[config.mk]
export PLATFORM = sky130hd
export DESIGN_NAME = cpu_alu_with_flags_unit
export DESIGN_NICKNAME = d
export VERILOG_FILES = /design/src/cafu_pkg.sv /design/src/cpu_alu_with_flags_unit.sv /design/src/cafu_dec.sv /design/src/cafu_exec.sv /design/src/cafu_flag.sv
export SDC_FILE = /design/constraint.sdc
export NUM_CORES = 1
export LEC_CHECK = 0
export ABC_AREA = 1
export BUFFER_PORTS_ARGS = -buffer_cell sky130_fd_sc_hd__buf_2
export CAP_MARGIN = 20
export CELL_PAD_IN_SITES_DETAIL_PLACEMENT = 2
export CELL_PAD_IN_SITES_GLOBAL_PLACEMENT = 2
export CORE_ASPECT_RATIO = 1.25
export CORE_UTILIZATION = 33
export CTS_CLUSTER_SIZE = 24
export DETAILED_ROUTE_END_ITERATION = 6
export PLACE_DENSITY = 0.8
export SLEW_MARGIN = 20
export SYNTH_ARGS = -nofsm -noshare
export SYNTH_HDL_FRONTEND = slang
export SYNTH_HIERARCHICAL = 1
export SYNTH_SLANG_ARGS = --single-unit
[constraint.sdc]
create_clock -name i_clk -period 5.2 [get_ports i_clk]
set_input_delay 1.04 -clock i_clk [delete_from_list [all_inputs] [get_ports i_clk]]
set_output_delay 1.04 -clock i_clk [all_outputs]
set_load 0.05 [all_outputs]
[src/cafu_pkg.sv]
package cafu_pkg;

    typedef enum logic [4:0] {
        OP_ADD     = 5'd0,
        OP_ADC     = 5'd1,
        OP_SUB     = 5'd2,
        OP_SBC     = 5'd3,
        OP_CP      = 5'd4,
        OP_AND     = 5'd5,
        OP_XOR     = 5'd6,
        OP_OR      = 5'd7,
        OP_INC     = 5'd8,
        OP_DEC     = 5'd9,
        OP_RLC     = 5'd10,
        OP_RRC     = 5'd11,
        OP_RL      = 5'd12,
        OP_RR      = 5'd13,
        OP_SLA     = 5'd14,
        OP_SLL     = 5'd15,
        OP_SRA     = 5'd16,
        OP_SRL     = 5'd17,
        OP_BIT     = 5'd18,
        OP_SET     = 5'd19,
        OP_RES     = 5'd20,
        OP_ADD16   = 5'd21,
        OP_ADC16   = 5'd22,
        OP_SBC16   = 5'd23,
        OP_RRD     = 5'd24,
        OP_RLD     = 5'd25,
        OP_INFLAGS = 5'd26
    } t_op;

    // Decoded item: adder operands already prepared (subtrahend inverted)
    typedef struct packed {
        t_op         op;
        logic [7:0]  a8;
        logic [7:0]  b8;
        logic [15:0] x;
        logic [15:0] y;
        logic        cin;
        logic        sub;
        logic [2:0]  bit_idx;
        logic [7:0]  fi;
    } t_dec;

    // Executed item: result bytes plus raw condition bits for the flag stage
    typedef struct packed {
        t_op         op;
        logic [15:0] res;
        logic [7:0]  res2;
        logic [7:0]  fi;
        logic        sub;
        logic        c8;
        logic        c16;
        logic        hc4;
        logic        hc12;
        logic        v8;
        logic        v16;
        logic        s8;
        logic        s16;
        logic        z8;
        logic        z16;
        logic        sc;
        logic        tb;
        logic        bi7;
    } t_ex;

endpackage

[src/cpu_alu_with_flags_unit.sv]
// Channel   Handshake            Payload
// in        i_valid / o_ready    i_op, i_operand_a, i_operand_b, i_bit_index, i_flags_in
// out       o_valid / i_ready    o_result, o_second_result, o_flags_out
//
// One item per cycle sustained while i_ready stays high; a taken input beat passes through
// the decode, execute and flag registers in turn before o_valid rises.
// Stages: decode and operand prep, 17-bit adder with logic and shifts, flag build.
// Each stage holds its own valid bit and loads whenever it is empty or its successor
// moves, so a stall fills the bubbles first and then holds o_ready low.
// i_rst_n is synchronous and clears the valid bits only.
module cpu_alu_with_flags_unit (
    input  logic        i_clk,
    input  logic        i_rst_n,
    input  logic        i_valid,
    output logic        o_ready,
    input  logic [4:0]  i_op,
    input  logic [15:0] i_operand_a,
    input  logic [15:0] i_operand_b,
    input  logic [2:0]  i_bit_index,
    input  logic [7:0]  i_flags_in,
    output logic        o_valid,
    input  logic        i_ready,
    output logic [15:0] o_result,
    output logic [7:0]  o_second_result,
    output logic [7:0]  o_flags_out
);

    cafu_pkg::t_dec w_dec;
    cafu_pkg::t_ex  w_ex;
    logic           w_dec_valid;
    logic           w_ex_valid;
    logic           w_ex_ready;
    logic           w_flag_ready;

    cafu_dec u_dec (
        .i_clk       (i_clk),
        .i_rst_n     (i_rst_n),
        .i_valid     (i_valid),
        .o_ready     (o_ready),
        .i_op        (i_op),
        .i_operand_a (i_operand_a),
        .i_operand_b (i_operand_b),
        .i_bit_index (i_bit_index),
        .i_flags_in  (i_flags_in),
        .o_valid     (w_dec_valid),
        .i_ready     (w_ex_ready),
        .o_dec       (w_dec)
    );

    cafu_exec u_exec (
        .i_clk   (i_clk),
        .i_rst_n (i_rst_n),
        .i_valid (w_dec_valid),
        .o_ready (w_ex_ready),
        .i_dec   (w_dec),
        .o_valid (w_ex_valid),
        .i_ready (w_flag_ready),
        .o_ex    (w_ex)
    );

    cafu_flag u_flag (
        .i_clk           (i_clk),
        .i_rst_n         (i_rst_n),
        .i_valid         (w_ex_valid),
        .o_ready         (w_flag_ready),
        .i_ex            (w_ex),
        .o_valid         (o_valid),
        .i_ready         (i_ready),
        .o_result        (o_result),
        .o_second_result (o_second_result),
        .o_flags_out     (o_flags_out)
    );

`ifndef SYNTH
    // backpressure reaches the input only when every stage is full
    a_ready_full: assert property (@(posedge i_clk) disable iff (!i_rst_n)
        o_ready == !(w_dec_valid && w_ex_valid && o_valid && !i_ready))
        else $error("o_ready does not match pipeline occupancy");

    // a beat in the execute stage lands in the output register when it can move
    a_ex_advance: assert property (@(posedge i_clk) disable iff (!i_rst_n)
        (w_ex_valid && (!o_valid || i_ready)) |=> o_valid)
        else $error("execute beat dropped");

    // a beat in decode reaches execute when execute can load
    a_dec_advance: assert property (@(posedge i_clk) disable iff (!i_rst_n)
        (w_dec_valid && w_ex_ready) |=> w_ex_valid)
        else $error("decode beat dropped");

    a_reset_empty: assert property (@(posedge i_clk)
        $past(!i_rst_n) |-> (!o_valid && !w_ex_valid && !w_dec_valid))
        else $error("pipeline not empty after reset");
`endif

endmodule

[src/cafu_dec.sv]
module cafu_dec (
    input  logic            i_clk,
    input  logic            i_rst_n,
    input  logic            i_valid,
    output logic            o_ready,
    input  logic [4:0]      i_op,
    input  logic [15:0]     i_operand_a,
    input  logic [15:0]     i_operand_b,
    input  logic [2:0]      i_bit_index,
    input  logic [7:0]      i_flags_in,
    output logic            o_valid,
    input  logic            i_ready,
    output cafu_pkg::t_dec  o_dec
);

    logic           r_valid;
    cafu_pkg::t_dec r_dec;
    cafu_pkg::t_dec n_dec;
    logic           w_en;

    assign w_en    = !r_valid || i_ready;
    assign o_ready = w_en;

    always_comb begin
        n_dec         = '0;
        n_dec.op      = cafu_pkg::t_op'(i_op);
        n_dec.a8      = i_operand_a[7:0];
        n_dec.b8      = i_operand_b[7:0];
        n_dec.bit_idx = i_bit_index;
        n_dec.fi      = i_flags_in;
        n_dec.x       = {8'h00, i_operand_a[7:0]};
        n_dec.y       = {8'h00, i_operand_b[7:0]};
        n_dec.cin     = 1'b0;
        n_dec.sub     = 1'b0;
        // subtract as a + ~b + !borrow_in
        case (cafu_pkg::t_op'(i_op))
            cafu_pkg::OP_ADC: begin
                n_dec.cin = i_flags_in[0];
            end
            cafu_pkg::OP_SUB, cafu_pkg::OP_CP: begin
                n_dec.y   = {8'h00, ~i_operand_b[7:0]};
                n_dec.cin = 1'b1;
                n_dec.sub = 1'b1;
            end
            cafu_pkg::OP_SBC: begin
                n_dec.y   = {8'h00, ~i_operand_b[7:0]};
                n_dec.cin = ~i_flags_in[0];
                n_dec.sub = 1'b1;
            end
            cafu_pkg::OP_INC: begin
                n_dec.y = 16'h0001;
            end
            cafu_pkg::OP_DEC: begin
                n_dec.y   = 16'h00FE;
                n_dec.cin = 1'b1;
                n_dec.sub = 1'b1;
            end
            cafu_pkg::OP_ADD16: begin
                n_dec.x = i_operand_a;
                n_dec.y = i_operand_b;
            end
            cafu_pkg::OP_ADC16: begin
                n_dec.x   = i_operand_a;
                n_dec.y   = i_operand_b;
                n_dec.cin = i_flags_in[0];
            end
            cafu_pkg::OP_SBC16: begin
                n_dec.x   = i_operand_a;
                n_dec.y   = ~i_operand_b;
                n_dec.cin = ~i_flags_in[0];
                n_dec.sub = 1'b1;
            end
            default: begin
            end
        endcase
    end

    always_ff @(posedge i_clk) begin
        if (!i_rst_n) begin
            r_valid <= 1'b0;
        end else if (w_en) begin
            r_valid <= i_valid;
        end
    end

    always_ff @(posedge i_clk) begin
        if (w_en) begin
            r_dec <= n_dec;
        end
    end

    assign o_valid = r_valid;
    assign o_dec   = r_dec;

endmodule

[src/cafu_exec.sv]
module cafu_exec (
    input  logic            i_clk,
    input  logic            i_rst_n,
    input  logic            i_valid,
    output logic            o_ready,
    input  cafu_pkg::t_dec  i_dec,
    output logic            o_valid,
    input  logic            i_ready,
    output cafu_pkg::t_ex   o_ex
);

    logic          r_valid;
    cafu_pkg::t_ex r_ex;
    cafu_pkg::t_ex n_ex;
    logic          w_en;
    logic [16:0]   w_sum;
    logic [15:0]   w_hx;
    logic [15:0]   w_ov;
    logic [7:0]    w_a;
    logic [7:0]    w_b;
    logic [7:0]    w_mask;
    logic          w_c;

    assign w_en    = !r_valid || i_ready;
    assign o_ready = w_en;

    assign w_a    = i_dec.a8;
    assign w_b    = i_dec.b8;
    assign w_c    = i_dec.fi[0];
    assign w_mask = 8'h01 << i_dec.bit_idx;
    assign w_sum  = {1'b0, i_dec.x} + {1'b0, i_dec.y} + {16'h0000, i_dec.cin};
    // carries into each bit, and signed overflow taken on the prepared operand
    assign w_hx   = i_dec.x ^ i_dec.y ^ w_sum[15:0];
    assign w_ov   = ~(i_dec.x ^ i_dec.y) & (i_dec.x ^ w_sum[15:0]);

    always_comb begin
        n_ex      = '0;
        n_ex.op   = i_dec.op;
        n_ex.fi   = i_dec.fi;
        n_ex.sub  = i_dec.sub;
        n_ex.c8   = w_sum[8];
        n_ex.c16  = w_sum[16];
        n_ex.hc4  = w_hx[4];
        n_ex.hc12 = w_hx[12];
        n_ex.v8   = w_ov[7];
        n_ex.v16  = w_ov[15];
        n_ex.s8   = w_sum[7];
        n_ex.s16  = w_sum[15];
        n_ex.z8   = (w_sum[7:0] == 8'h00);
        n_ex.z16  = (w_sum[15:0] == 16'h0000);
        n_ex.tb   = w_a[i_dec.bit_idx];
        n_ex.bi7  = (i_dec.bit_idx == 3'd7);
        n_ex.sc   = 1'b0;
        case (i_dec.op)
            cafu_pkg::OP_ADD, cafu_pkg::OP_ADC, cafu_pkg::OP_SUB, cafu_pkg::OP_SBC,
            cafu_pkg::OP_INC, cafu_pkg::OP_DEC: begin
                n_ex.res = {8'h00, w_sum[7:0]};
            end
            cafu_pkg::OP_CP, cafu_pkg::OP_INFLAGS: n_ex.res = {8'h00, w_a};
            cafu_pkg::OP_AND: n_ex.res = {8'h00, w_a & w_b};
            cafu_pkg::OP_XOR: n_ex.res = {8'h00, w_a ^ w_b};
            cafu_pkg::OP_OR:  n_ex.res = {8'h00, w_a | w_b};
            cafu_pkg::OP_RLC: begin
                n_ex.res = {8'h00, w_a[6:0], w_a[7]};
                n_ex.sc  = w_a[7];
            end
            cafu_pkg::OP_RRC: begin
                n_ex.res = {8'h00, w_a[0], w_a[7:1]};
                n_ex.sc  = w_a[0];
            end
            cafu_pkg::OP_RL: begin
                n_ex.res = {8'h00, w_a[6:0], w_c};
                n_ex.sc  = w_a[7];
            end
            cafu_pkg::OP_RR: begin
                n_ex.res = {8'h00, w_c, w_a[7:1]};
                n_ex.sc  = w_a[0];
            end
            cafu_pkg::OP_SLA: begin
                n_ex.res = {8'h00, w_a[6:0], 1'b0};
                n_ex.sc  = w_a[7];
            end
            cafu_pkg::OP_SLL: begin
                n_ex.res = {8'h00, w_a[6:0], 1'b1};
                n_ex.sc  = w_a[7];
            end
            cafu_pkg::OP_SRA: begin
                n_ex.res = {8'h00, w_a[7], w_a[7:1]};
                n_ex.sc  = w_a[0];
            end
            cafu_pkg::OP_SRL: begin
                n_ex.res = {8'h00, 1'b0, w_a[7:1]};
                n_ex.sc  = w_a[0];
            end
            cafu_pkg::OP_SET: n_ex.res = {8'h00, w_a | w_mask};
            cafu_pkg::OP_RES: n_ex.res = {8'h00, w_a & ~w_mask};
            cafu_pkg::OP_ADD16, cafu_pkg::OP_ADC16, cafu_pkg::OP_SBC16: begin
                n_ex.res = w_sum[15:0];
            end
            cafu_pkg::OP_RRD: begin
                n_ex.res  = {8'h00, w_a[7:4], w_b[3:0]};
                n_ex.res2 = {w_a[3:0], w_b[7:4]};
            end
            cafu_pkg::OP_RLD: begin
                n_ex.res  = {8'h00, w_a[7:4], w_b[7:4]};
                n_ex.res2 = {w_b[3:0], w_a[3:0]};
            end
            default: n_ex.res = 16'h0000;
        endcase
    end

    always_ff @(posedge i_clk) begin
        if (!i_rst_n) begin
            r_valid <= 1'b0;
        end else if (w_en) begin
            r_valid <= i_valid;
        end
    end

    always_ff @(posedge i_clk) begin
        if (w_en) begin
            r_ex <= n_ex;
        end
    end

    assign o_valid = r_valid;
    assign o_ex    = r_ex;

endmodule

[src/cafu_flag.sv]
module cafu_flag (
    input  logic            i_clk,
    input  logic            i_rst_n,
    input  logic            i_valid,
    output logic            o_ready,
    input  cafu_pkg::t_ex   i_ex,
    output logic            o_valid,
    input  logic            i_ready,
    output logic [15:0]     o_result,
    output logic [7:0]      o_second_result,
    output logic [7:0]      o_flags_out
);

    logic        r_valid;
    logic [15:0] r_result;
    logic [7:0]  r_second;
    logic [7:0]  r_flags;
    logic [7:0]  n_flags;
    logic        w_en;
    logic [7:0]  w_szp;
    logic        w_h8;
    logic        w_h16;
    logic        w_cy8;
    logic        w_cy16;

    assign w_en    = !r_valid || i_ready;
    assign o_ready = w_en;

    // S, Z and even parity of the result byte
    assign w_szp = {i_ex.res[7], (i_ex.res[7:0] == 8'h00), 3'b000, ~^i_ex.res[7:0], 2'b00};

    // flip carries back into borrows on subtract
    assign w_h8   = i_ex.hc4 ^ i_ex.sub;
    assign w_h16  = i_ex.hc12 ^ i_ex.sub;
    assign w_cy8  = i_ex.c8 ^ i_ex.sub;
    assign w_cy16 = i_ex.c16 ^ i_ex.sub;

    always_comb begin
        case (i_ex.op)
            cafu_pkg::OP_ADD, cafu_pkg::OP_ADC, cafu_pkg::OP_SUB, cafu_pkg::OP_SBC,
            cafu_pkg::OP_CP: begin
                n_flags = {i_ex.s8, i_ex.z8, 1'b0, w_h8, 1'b0, i_ex.v8, i_ex.sub, w_cy8};
            end
            cafu_pkg::OP_INC, cafu_pkg::OP_DEC: begin
                n_flags = {i_ex.s8, i_ex.z8, 1'b0, w_h8, 1'b0, i_ex.v8, i_ex.sub,
                           i_ex.fi[0]};
            end
            cafu_pkg::OP_AND: n_flags = w_szp | 8'h10;
            cafu_pkg::OP_XOR, cafu_pkg::OP_OR: n_flags = w_szp;
            cafu_pkg::OP_RLC, cafu_pkg::OP_RRC, cafu_pkg::OP_RL, cafu_pkg::OP_RR,
            cafu_pkg::OP_SLA, cafu_pkg::OP_SLL, cafu_pkg::OP_SRA, cafu_pkg::OP_SRL: begin
                n_flags = {w_szp[7:1], i_ex.sc};
            end
            cafu_pkg::OP_BIT: begin
                n_flags = {i_ex.bi7 & i_ex.tb, ~i_ex.tb, 1'b0, 1'b1, 1'b0, ~i_ex.tb, 1'b0,
                           i_ex.fi[0]};
            end
            cafu_pkg::OP_ADD16: begin
                n_flags = {i_ex.fi[7], i_ex.fi[6], 1'b0, i_ex.hc12, 1'b0, i_ex.fi[2], 1'b0,
                           i_ex.c16};
            end
            cafu_pkg::OP_ADC16, cafu_pkg::OP_SBC16: begin
                n_flags = {i_ex.s16, i_ex.z16, 1'b0, w_h16, 1'b0, i_ex.v16, i_ex.sub,
                           w_cy16};
            end
            cafu_pkg::OP_RRD, cafu_pkg::OP_RLD, cafu_pkg::OP_INFLAGS: begin
                n_flags = {w_szp[7:1], i_ex.fi[0]};
            end
            default: n_flags = i_ex.fi;
        endcase
    end

    always_ff @(posedge i_clk) begin
        if (!i_rst_n) begin
            r_valid <= 1'b0;
        end else if (w_en) begin
            r_valid <= i_valid;
        end
    end

    always_ff @(posedge i_clk) begin
        if (w_en) begin
            r_result <= i_ex.res;
            r_second <= i_ex.res2;
            r_flags  <= n_flags;
        end
    end

    assign o_valid         = r_valid;
    assign o_result        = r_result;
    assign o_second_result = r_second;
    assign o_flags_out     = r_flags;

endmodule
Yosys cells after proc, flatten, opt, wreduce, memory -nomap -nowiden. Index checks and enable logic that the tools add are counted.

Register bits after elaboration: 152. Logic and storage cells: 156. Bits in latches: 0. Memory bits (writable): 0. Memories: 0. ROM bits: 0.

Div/mod/pow operators: 0. Mux-type cells: 9. Reductions and logical operators: 30. Eq/ne operators: 59. $add $sub $neg: 2. Shifts and indexed selects: 1. Multiply operators: 0. Bitwise logic cells: 20. $lt $le $gt $ge: 1.

Operator list (number): 16-bit case mux with 18 select lines (1); 5-bit == test (second input constant) (22); 5-bit by 4-bit == test with 1-bit output (second input constant) (18); 16-bit case mux with 5 select lines (1); 8-bit case mux with 9 select lines (1); 5-bit by 3-bit == test with 1-bit output (second input constant) (9); 16-bit inverter (2); 16-bit XOR (2); 5-bit by 2-bit == test with 1-bit output (second input constant) (6); 16-bit by 16-bit adder with 17-bit output (1); 17-bit by 1-bit adder with 17-bit output (1); 16-bit AND (1); 8-bit AND (2); 16-bit zero test (1); 8-bit zero test (2); 8-bit inverter (2); 8-bit bitwise OR (2); 8-bit case mux with 2 select lines (1); 5-bit by 1-bit == test with 1-bit output (second input constant) (3); 3-bit OR reduction (5); 2-bit OR reduction (7); 13-bit XOR (1); 5-bit zero test (2); 5-bit OR reduction (2); other kinds (17) (27).

Logic depth before layout (Yosys ltp). Gate-level depths: netlist of run 1.

Depth in word-level cells: 4. Depth in mapped cells: 14. Gate-level depth less buffers: 14.

Hierarchy. Netlist of run 1, hierarchy kept.

Modules (own cells, without submodules): cafu_exec (sequential area each 1551.5 µm², area an instance 3764.9 µm², instances 1, cells an instance 506); cafu_dec (sequential area each 1761.7 µm², area an instance 2501.1 µm², instances 1, cells an instance 217); cafu_flag (sequential area each 980.9 µm², area an instance 1690.4 µm², instances 1, cells an instance 179).

Worst setup path before layout of run 1. Ideal clock, no wire load.

Path type: input to output. From: input port i_ready. To: output port o_ready. Arrival time: 4732 ps. Setup slack: -572 ps. Stages: 6. Required time: 4160 ps. Path buffers: 0. Path through: inv_1 > nand2_1 > inv_1 > nand2_1 > inv_1 > nand2_1.

Word-level cells in the longest chain between the ends: 3.

Ends and longest elaborated chain: start: declaration (line cpu_alu_with_flags_unit.sv:22) `input logic i_ready,`; 1-bit logical OR (line cafu_flag.sv:26) `assign w_en = !r_valid || i_ready;`; named net w_flag_ready (line cpu_alu_with_flags_unit.sv:33) `logic w_flag_ready;`; 1-bit logical OR (line cafu_exec.sv:24) `assign w_en = !r_valid || i_ready;`; named net w_ex_ready (line cpu_alu_with_flags_unit.sv:32) `logic w_ex_ready;`; 1-bit logical OR (line cafu_dec.sv:21) `assign w_en = !r_valid || i_ready;`; end: declaration (line cpu_alu_with_flags_unit.sv:15) `output logic o_ready,`.

The timed path passes the listed nets, and every way through them passes these cells.

Worst setup path after layout of run 1. Same ends and word-level chain as after synthesis.

==> summary.txt, run 1 <==
Status
  – Outcome: finished clean

Critical path
  – CP delay by family, top: buffers and inverters
  – Worst Path Arrival: ~2.1 ns
  – FF-to-FF path depth: 14
  – Critical path endpoint: o_ready
  – Crit path depth: 9
  – CP startpoint kind: input port
  – Crit Reg-Reg Startpoint: u_dec/o_dec[29]
  – CP startpoint: i_ready
  – Worst R2R Setup Slack: around 2.5 ns
  – Kind of critical path: in2out
  – Most used cell, CP: inv_1
  – Crit. End Element: output pin
  – Crit path max fanout: 34
  – Critical-path cell list: buf_2 > inv_1 > nand2_1 > buf_4 > inv_1 > nand2_2 > inv_1 > nand2_2 > buf_2
  – WP data required: about 4.2 ns
  – Max stage delay on crit path: 0.38 ns
  – Bufs and invs on worst path: 6
  – FF-to-FF End: u_exec/o_ex[3]
  – CP max stage cell: buf_4

Clock tree
  – Setup Buffers After CTS: 0
  – Post-cts resize count: 0
  – Clock Sinks: around 140
  – CTS tree: built
  – CTS H-tree lvls: 4
  – Max clock buf depth: 2
  – Clk_lat worst skew: between 0.4 and 0.5 ns
  – Num CTS Buffers: 17
  – CTS clk-pin slew, worst paths: 0.07 ns
  – Root Driver: clkbuf_16
  – Hold bufs inserted after CTS: 0

Floorplan
  – Initial Util: around a third
  – DIE HEIGHT: around 180 microns
  – Die Width: approximately 140 microns
  – Core footprint: between 20000 and 25000 sq um
  – Row cnt: 63
  – Num ports: 86
  – Die area: approximately 25000 sq um

Power
  – Worst vdd rail ir drop: about 0.23 mV
  – Leakage: about 4.4 nW
  – Total power per unit cell area: approximately 350 nW/um^2
  – Power, Total: approximately 3.3 mW

Drt
  – Post-DRT Antenna Nets: 0
  – DRC Markers: 0
  – DR WL/cell: ~19 microns
  – Via density: 4.94
  – Starting DRT DRC Count: between 200 and 300
  – DR vias: between 6000 and 7000
  – Routed wire length: roughly 25000 microns
  – DRT Pass-1 Iters: 5

Logic synthesis
  – Post-synth EDFFs: 141
  – Most instantiated library cell after synthesis: nand2_1
  – Synth Instances: 902
  – Area of the mapped netlist: between 7000 and 8000 sq um
  – FFs w/ async S/R, synth: 0%
  – Avg Synthesized Cell Area: roughly 8.8 sq um
  – Flip-flop and latch count after synthesis: between 100 and 150
  – Post-synthesis sequential area ratio: between 50% and 60%
  – Warnings from Yosys: 6
  – Largest area contributor in the netlist: edfxtp_1
  – Number of distinct library cells after synthesis: 39
  – Top cell type's share of synthesized area: 53.2%
  – Syn_nets: between 900 and 1000
  – Post-synth top cells: nand2_1, edfxtp_1, inv_1
  – Ys flop type: edfxtp_1
  – Synth top area cells: edfxtp_1, nand2_1, inv_1, nand3_1, nor2_1

Placement
  – Placed Cells: between 1000 and 1500
  – I/O Buffers: between 80 and 90
  – RD Place Congestion: 0.847
  – Placed cell area: around 8700 sq um
  – DP Wirelength: between 15000 and 20000 microns

Cells and area
  – # diodes: 0
  – Finished Layout Cells: 1332
  – Final instance area: between 9000 and 10000 sq um
  – Nets: between 1000 and 1500
  – Layout cells sized above 1: 16.3%
  – Final Core Density: about two fifths
  – Area Growth Syn to Fin: 17.2%
  – Filler instances: between 2000 and 3000

Timing
  – Fin. max-slew vios: 0
  – Worst Tran Pin Value: between 0.8 and 0.9 ns
  – Endpoints failing setup: 0
  – Total Neg Setup Slack: 0 ns
  – Crit share post-route: roughly 61%
  – Fmax: around 310 MHz
  – Clock skew: ~0.016 ns
  – RSZ-0062 raised after global routing: no
  – Min Tclk post-route: between 3 and 4 ns
  – Hold Fails Final Rpt: 0
  – Relative slew slack: a little over two fifths

GRT
  – Vias in the first global route: 7413
  – Initial antenna violation count: 0
  – Gr usage total: between 20% and 30%
  – First-pass GRT wire length: approximately 40000 microns
  – Grt ovf: 0
  – Largest net degree at the start of global routing: 60

Min path
  – Hold Crit Depth: 0
  – Hold/Removal Path Class: reg2reg

Job
  – Max_cap viols: 0
## layout by cell type (no fill, tap or decap), types with 4 or more instances in the layout
cell,count
clkbuf_16,17
inv_8,4
nand2_1,228
nand3_2,7
o21ai_0,23
buf_2,85
nor3_1,6
edfxtp_1,141
nand3b_1,9
nand3_1,84
xnor2_1,7
o21ai_1,7
inv_2,9
nor2_2,7
a21oi_1,30
nand2_2,11
o22ai_1,15
o2111ai_1,4
nand4_1,15
nor2_4,6
inv_1,134
ha_1,19
nor2_1,97
## sequential cells by signal, indices dropped and copies added (netlist names)
register and cells:
u_dec/o_dec 58, u_dec/o_valid 1, u_exec/o_ex 51, u_exec/o_valid 1
u_flag/o_flags_out 8, u_flag/o_result 16, u_flag/o_second_result 8, u_flag/o_valid 1
## cell families (layout without fill, tap and decap cells)
group / after synthesis / after routing / synth area share, %
fa+ha+maj: 21 / 21 / 3.49
flops: 144 / 144 / 54.0
compound gates: 93 / 93 / 6.79
simple gates: 476 / 476 / 26.7
buf+inv: 158 / 263 / 7.96
xor+xnor: 10 / 10 / 1.10
## layer usage
layer  wire length (microns)  track usage (%)
met4                     602             8.47
met5                       0                0
met3                     565             2.67
met2                   13400             40.1
met1                   10200             24.0
## how the worst min path moves through the flow
stage	slack, ns	end	start
after floorplan	0.40	u_exec/o_ex[13]	u_dec/o_dec[11]
after global placement	0.40	u_flag/o_second_result[5]	u_exec/o_ex[27]
after detailed placement	0.41	u_exec/o_ex[19]	u_dec/o_dec[5]
after CTS	0.42	u_exec/o_ex[19]	u_dec/o_dec[5]
after global routing	0.43	u_flag/o_result[8]	u_exec/o_ex[38]
final	0.42	u_exec/o_ex[19]	u_dec/o_dec[5]
## area by class of cell
class,count,area [sq um],share of cell area [%]
clock inverter,14,168,1.80
sequential,144,4290,46.0
clock buffer,18,439,4.71
timing repair buffer,88,448,4.80
inverter,143,537,5.76
tap,325,407,4.36
multi-input combinational,600,3030,32.5
## report_power, final
group / total, mW / internal [mW] / switching, mW
sequential: 1.44 / 1.38 / 0.0625
clock: 1.26 / 0.699 / 0.558
combinational: 0.570 / 0.164 / 0.406
total: 3.27 / 2.24 / 1.03
## stage by stage
| stage | hold slack [ns] | setup WS, ns |
|---|---|---|
| after floorplan | 0.400 | 0.0257 |
| after global placement | 0.401 | 2.05 |
| after detailed placement | 0.406 | 1.97 |
| after CTS | 0.423 | 1.97 |
| after global routing | 0.427 | 1.87 |
| final | 0.421 | 2.02 |
Note: power is estimated with default switching activity, not from simulation.
==> run 2, diff against run 1 <==
==> constraint.sdc (replaced) <==
create_clock -name i_clk -period 2.7 [get_ports i_clk]
set_input_delay 0.54 -clock i_clk [delete_from_list [all_inputs] [get_ports i_clk]]
set_output_delay 0.54 -clock i_clk [all_outputs]
set_load 0.05 [all_outputs]
==> run 2 against run 1 <==
Effect of this change: register-to-register slack got worse by 2.2 ns; global-route usage grew 0.060 points; clock skew fell by 0.0069 ns; via count rose by 0.67%; worst hold slack got worse by 0.13 ns; cell area rose by 0.20%; critical path depth is 4 higher; first-iteration DRC count is 17% lower; sequential share of layout area shrank 0.092 points; wire length up 0.30%; non-clock buffer count rose by 6; sequential power is 93% higher; critical endpoint is now u_exec/o_ex[3].
==> summary.txt, run 2 (synthesized netlist as in run 1, its figures left out) <==
Timing
  – Total Neg Setup Slack: 0 ns (unchanged)
  – Fin. max-slew vios: 0 (unchanged)
  – Fmax: 416 MHz
  – Clock skew: 0.00899 ns (was 0.0158 ns)
  – Worst hold margin: 0.286 ns (was 0.421 ns)
  – Crit share post-route: about nine tenths
  – Relative slew slack: 52.5% (was 43.7%)
  – Hold Fails Final Rpt: 0 (unchanged)
  – Endpoints failing setup: 0 (unchanged)
  – Final worst slack: 0.294 ns (was 2.02 ns)
  – Worst Tran Pin Value: 0.713 ns (was 0.845 ns)
  – RSZ-0062 raised after global routing: no (unchanged)
  – Min Tclk post-route: 2.41 ns

Power
  – Total power per unit cell area: 653 nW/um^2 (was 351 nW/um^2)
  – Worst vdd rail ir drop: 0.437 mV (was 0.227 mV)
  – Leakage: 4.45 nW (was 4.44 nW)

Floorplan
  – Core footprint: 23700 sq um (unchanged)
  – Num ports: 86 (unchanged)
  – Die Width: 141 microns (unchanged)
  – Initial Util: 33.5% (unchanged)
  – Row cnt: 63 (unchanged)
  – DIE HEIGHT: 176 microns (unchanged)
  – Die area: 24700 sq um (unchanged)

Min path
  – Hold endpoint: u_dec/o_dec[3] (was u_exec/o_ex[19])
  – Hold/Removal Path Class: in2reg (was reg2reg)
  – Beginning of the worst hold path: i_flags_in[3] (was u_dec/o_dec[5])
  – Hold Crit Depth: 1 (was 0)

Critical path
  – CP startpoint kind: register (was input port)
  – FF-to-FF End: u_exec/o_ex[3] (unchanged)
  – Crit path max fanout: 3 (was 34)
  – Crit. End Element: register (was output pin)
  – WP data required: 2.99 ns (was 4.16 ns)
  – CP max stage cell: edfxtp_1 (was buf_4)
  – Worst Path Arrival: 2.69 ns (was 2.14 ns)
  – Most used cell, CP: nand3_1 (was inv_1)
  – Max stage delay on crit path: 0.43 ns (was 0.38 ns)
  – Crit Reg-Reg Startpoint: u_dec/o_dec[13] (was u_dec/o_dec[29])
  – FF-to-FF path depth: 13 (was 14)
  – Critical-path cell list: fa_1 > inv_1 > fa_1 > inv_1 > nand3_1 > nand2_1 > nand3_1 > nand3_1 > nand2_1 > nand2_1 > nor2_1 > nand3_1 > nor2_1 (was buf_2 > inv_1 > nand2_1 > buf_4 > inv_1 > nand2_2 > inv_1 > nand2_2 > buf_2)
  – CP delay by family, top: simple AND/OR/NAND/NOR gates (was buffers and inverters)
  – Bufs and invs on worst path: 2 (was 6)
  – Kind of critical path: reg2reg (was in2out)
  – Worst R2R Setup Slack: 0.29 ns (was 2.48 ns)

Status
  – Outcome: finished clean (unchanged)

Cells and area
  – Final Core Density: 39.4% (was 39.3%)
  – Final instance area: 9350 sq um (was 9330 sq um)
  – Layout cells sized above 1: 16.6% (was 16.3%)
  – Area Growth Syn to Fin: 17.5% (was 17.2%)
  – Max FFs per register: 58 (unchanged)
  – Commonest cells after routing, fill and taps aside: nand2_1, edfxtp_1, inv_1 (unchanged)
  – Nets: 1073 (was 1067)
  – Commonest non-fill, non-tap cell in the layout: nand2_1 (unchanged)
  – # diodes: 0 (unchanged)

Clock tree
  – CTS H-tree lvls: 4 (unchanged)
  – CTS clk-pin slew, worst paths: 0.07 ns (about the same)
  – Num CTS Buffers: 17 (unchanged)
  – Max clock buf depth: 2 (unchanged)
  – CTS tree: built (unchanged)
  – Clock Sinks: 144 (unchanged)
  – Clk_lat worst skew: 0.43 ns (about the same)
  – Post-cts resize count: 0 (unchanged)
  – Setup Buffers After CTS: 0 (unchanged)
  – Root Driver: clkbuf_16 (unchanged)
  – Hold bufs inserted after CTS: 0 (unchanged)

Placement
  – DP Wirelength: 19800 microns (was 18600 microns)
  – I/O Buffers: 85 (unchanged)
  – Placed cell area: 8800 sq um (was 8720 sq um)
  – RD Place Congestion: 0.905 (was 0.847)
  – Setup Slack @ Placement: 0.348 ns (was 1.97 ns)

GRT
  – First-pass GRT wire length: 39600 microns (was 39900 microns)
  – Grt ovf: 0 (unchanged)
  – Initial antenna violation count: 0 (unchanged)
  – Vias in the first global route: 7349 (was 7413)
  – Largest net degree at the start of global routing: 53 (was 60)
  – Gr usage total: 21.3% (was 21.2%)

Drt
  – DR WL/cell: 18.6 microns (about the same)
  – DRC Markers: 0 (unchanged)
  – DR vias: 6626 (was 6582)
  – DRT Pass-1 Iters: 5 (unchanged)
  – Post-DRT Antenna Nets: 0 (unchanged)
  – Starting DRT DRC Count: 245 (was 294)
  – Via density: 4.95 (was 4.94)
  – Routed wire length: 24900 microns (was 24800 microns)

Job
  – Max_cap viols: 0 (unchanged)
-- run 2: cell count changes in the layout (fill, tap and decap cells not counted), moves of 2 or more --
cell and change:
buf_4 +5, clkbuf_1 +2, clkinv_2 +3, clkinv_8 -2, clkinvlp_4 +3, inv_8 -4
-- run 2: routing by layer --
metal | vias to the layer above | track usage [%] | wire length, microns
met1 | 3267 | 23.5 | 9980
met5 | - | 0 | 0
met3 | 43 | 3.54 | 752
li1 | 3199 | - | -
met4 | 0 | 9.28 | 671
met2 | 117 | 39.9 | 13400
-- run 2: how the worst max path moves through the flow --
| stage | to | slack [ns] | depth (start not counted) | from |
|---|---|---|---|---|
| after detailed placement | u_exec/o_ex[3] | 0.35 | 13 | u_dec/o_dec[12] |
| after global placement | u_exec/o_ex[35] | 0.53 | 7 | u_dec/o_dec[31] |
| after global routing | u_exec/o_ex[3] | 0.10 | 13 | u_dec/o_dec[13] |
| after CTS | u_exec/o_ex[3] | 0.27 | 13 | u_dec/o_dec[13] |
| final | u_exec/o_ex[3] | 0.29 | 13 | u_dec/o_dec[13] |
| after floorplan | o_ready | 0.001 | 5 | u_flag/o_valid |
-- run 2: through the flow --
step                      std cells  power (mW)
after floorplan                 902        3.56
after global placement         1306        3.88
after detailed placement       1306        3.94
after CTS                      1338        6.18
after global routing           1338        6.37
final                          1338        6.11
-- run 2: area by class of cell --
cell class / count / area [sq um]
flip-flops and latches: 144 / 4290
fillers: 2703 / 14400
clock buffers: 19 / 433
clock inverters: 13 / 114
inverters: 143 / 537
repair buffers: 94 / 505
multi-input cells: 600 / 3060
well taps: 325 / 407
-- run 2: power breakdown --
part / switching (mW) / internal, mW
combinational: 0.783 / 0.323
clock: 0.958 / 1.26
sequential: 0.117 / 2.66
==> run 3, diff against run 2 <==
--- a/config.mk
+++ b/config.mk
@@ -10,11 +10,12 @@
 export CAP_MARGIN = 20
 export CELL_PAD_IN_SITES_DETAIL_PLACEMENT = 2
 export CELL_PAD_IN_SITES_GLOBAL_PLACEMENT = 2
-export CORE_ASPECT_RATIO = 1.25
+export CORE_ASPECT_RATIO = 1.75
 export CORE_UTILIZATION = 33
 export CTS_CLUSTER_SIZE = 24
 export DETAILED_ROUTE_END_ITERATION = 6
 export PLACE_DENSITY = 0.8
+export RECOVER_POWER = 100
 export SLEW_MARGIN = 20
 export SYNTH_ARGS = -nofsm -noshare
 export SYNTH_HDL_FRONTEND = slang
==> run 3 against run 2 <==
Effect of this change: the run now ends with capacitance limit, slew limit left; power grew 1.0%; worst hold slack lost 0.022 ns; via count grew 1.6%; sequential power is essentially flat; final cell count shrank 1.6%; worst setup slack lost 0.011 ns; clock-buffer cell count shrank 1; combinational power is essentially flat; sequential share of layout area grew 0.75 points; critical path depth shrank 2; first-iteration DRC count grew 23%; clock skew shrank 0.00056 ns; largest power group unchanged; highest routed layer unchanged.
==> summary.txt, run 3 (synthesized netlist as in run 1, its figures left out) <==
Status
  – Outcome: finished with violations (was finished clean)
  – Violated checks: capacitance limit, slew limit

Critical path
  – Crit Reg-Reg Startpoint: u_dec/o_dec[12] (was u_dec/o_dec[13])
  – Critical-path cell list: fa_1 > inv_1 > fa_1 > xor2_1 > nor2b_1 > nand3_1 > nor2_1 > nand3_1 > nor2_1 > nand2_1 > nor2_1 (was fa_1 > inv_1 > fa_1 > inv_1 > nand3_1 > nand2_1 > nand3_1 > nand3_1 > nand2_1 > nand2_1 > nor2_1 > nand3_1 > nor2_1)
  – Crit. End Element: register (unchanged)
  – Max stage delay on crit path: 0.48 ns (was 0.43 ns)
  – WP data required: 3.01 ns (was 2.99 ns)
  – FF-to-FF End: u_exec/o_ex[3] (unchanged)
  – Crit path max fanout: 2 (was 3)
  – Worst R2R Setup Slack: 0.28 ns (was 0.29 ns)
  – CP startpoint kind: register (unchanged)
  – Worst Path Arrival: 2.72 ns (was 2.69 ns)
  – Most used cell, CP: nor2_1 (was nand3_1)
  – Kind of critical path: reg2reg (unchanged)
  – CP max stage cell: fa_1 (was edfxtp_1)
  – FF-to-FF path depth: 11 (was 13)

Cells and area
  – Commonest cells after routing, fill and taps aside: nand2_1, edfxtp_1, inv_1 (unchanged)
  – # diodes: 0 (unchanged)
  – Commonest non-fill, non-tap cell in the layout: nand2_1 (unchanged)
  – Nets: 1073 (unchanged)
  – Area Growth Syn to Fin: 15.6% (was 17.5%)
  – Max FFs per register: 58 (unchanged)
  – Final Core Density: 39.1% (was 39.4%)
  – Layout cells sized above 1: 9.97% (was 16.6%)

Power
  – Worst vdd rail ir drop: 0.329 mV (was 0.437 mV)
  – Total power per unit cell area: 671 nW/um^2 (was 653 nW/um^2)
  – Leakage: 4.27 nW (was 4.45 nW)

Drt
  – DR WL/cell: 20.2 microns (was 18.6 microns)
  – Starting DRT DRC Count: 301 (was 245)
  – Via density: 5.11 (was 4.95)
  – Post-DRT Antenna Nets: 0 (unchanged)
  – Routed wire length: 26600 microns (was 24900 microns)
  – DR vias: 6731 (was 6626)
  – DRC Markers: 0 (unchanged)
  – DRT Pass-1 Iters: 6 (was 5)

Clock tree
  – Clock Sinks: 144 (unchanged)
  – Setup Buffers After CTS: 0 (unchanged)
  – Max clock buf depth: 2 (unchanged)
  – CTS H-tree lvls: 4 (unchanged)
  – Hold bufs inserted after CTS: 0 (unchanged)
  – CTS clk-pin slew, worst paths: 0.06 ns (was 0.07 ns)
  – CTS tree: built (unchanged)
  – Num CTS Buffers: 17 (unchanged)
  – Post-cts resize count: 0 (unchanged)
  – Root Driver: clkbuf_16 (unchanged)
  – Clk_lat worst skew: 0.45 ns (was 0.43 ns)

Timing
  – Clock skew: 0.00843 ns (was 0.00899 ns)
  – Fin. max-slew vios: 94 (was 0)
  – Fmax: 414 MHz (was 416 MHz)
  – Final worst slack: 0.284 ns (was 0.294 ns)
  – Total Neg Setup Slack: 0 ns (unchanged)
  – Worst hold margin: 0.265 ns (was 0.286 ns)
  – Relative slew slack: -25.1% (was 52.5%)
  – RSZ-0062 raised after global routing: no (unchanged)
  – Min Tclk post-route: 2.42 ns (was 2.41 ns)
  – Hold Fails Final Rpt: 0 (unchanged)
  – Crit share post-route: 89.5% (was 89.1%)
  – Endpoints failing setup: 0 (unchanged)
  – Worst Tran Pin Value: 1.88 ns (was 0.713 ns)

GRT
  – Grt ovf: 0 (unchanged)
  – Initial antenna violation count: 0 (unchanged)
  – Largest net degree at the start of global routing: 60 (was 53)
  – Gr usage total: 22.7% (was 21.3%)
  – First-pass GRT wire length: 41900 microns (was 39600 microns)
  – Vias in the first global route: 7713 (was 7349)

Placement
  – DP Wirelength: 21000 microns (was 19800 microns)
  – Setup Slack @ Placement: 0.281 ns (was 0.348 ns)
  – RD Place Congestion: 0.902 (was 0.905)
  – I/O Buffers: 85 (unchanged)

Floorplan
  – Row cnt: 74 (was 63)
  – Die Width: 119 microns (was 141 microns)
  – Num ports: 86 (unchanged)
  – Initial Util: 33.8% (was 33.5%)
  – Die area: 24800 sq um (was 24700 sq um)
  – DIE HEIGHT: 207 microns (was 176 microns)
  – Core footprint: 23500 sq um (was 23700 sq um)

Min path
  – Beginning of the worst hold path: i_flags_in[1] (was i_flags_in[3])
  – Hold Crit Depth: 1 (unchanged)
  – Hold endpoint: u_dec/o_dec[1] (was u_dec/o_dec[3])
  – Hold/Removal Path Class: in2reg (unchanged)

Job
  – Max_cap viols: 2 (was 0)
## run 3: critical path, delay by kind of cell (launching register included)
kind,cells,cell delay [ns]
fa+ha+maj,2,0.69
simple gates,7,0.85
buf+inv,1,0.09
xor+xnor,1,0.21
flops,1,0.44
## run 3: through the flow
stage,instance area [sq um],total power [mW],std cells
2_1_floorplan,7980,3.56,902
3_3_place_gp,8770,3.88,1285
3_5_place_dp,8770,3.95,1285
4_1_cts,9340,6.28,1317
5_1_grt,9200,6.44,1317
6_report,9200,6.17,1317
## run 3: worst max path at each step
stage | start | end | slack [ns]
CTS | u_dec/o_dec[12] | u_exec/o_ex[3] | 0.26
global route | u_dec/o_dec[12] | u_exec/o_ex[3] | 0.07
finish | u_dec/o_dec[12] | u_exec/o_ex[3] | 0.28
global placement | u_dec/o_dec[12] | u_exec/o_ex[3] | 0.47
floorplan | u_flag/o_valid | o_ready | 0.001
detailed placement | u_dec/o_dec[12] | u_exec/o_ex[3] | 0.28
## run 3: cell type report
| class | instances | area (sq um) |
|---|---|---|
| fill | 2745 | 14300 |
| sequential | 144 | 4290 |
| multi-input combinational | 600 | 3000 |
| inverter | 143 | 537 |
| clock buffer | 18 | 429 |
| timing repair buffer | 94 | 417 |
| tap | 304 | 380 |
| clock inverter | 14 | 134 |
## run 3: routing by layer
metal | GRT usage, % | share of wire (%) | vias up
met3 | 3.60 | 2.2 | 69
met2 | 44.7 | 58 | 118
met4 | 12.8 | 4.5 | 0
met1 | 21.6 | 35 | 3350
li1 | - | - | 3194
met5 | 0 | 0 | -
## run 3: report_power, final
| group | total, mW | switching [mW] | internal (mW) | leakage [nW] |
|---|---|---|---|---|
| clock network | 2.30 | 1.02 | 1.28 | 0.267 |
| registers | 2.79 | 0.123 | 2.66 | 1.62 |
| logic | 1.08 | 0.788 | 0.296 | 2.38 |
| total | 6.17 | 1.93 | 4.24 | 4.27 |
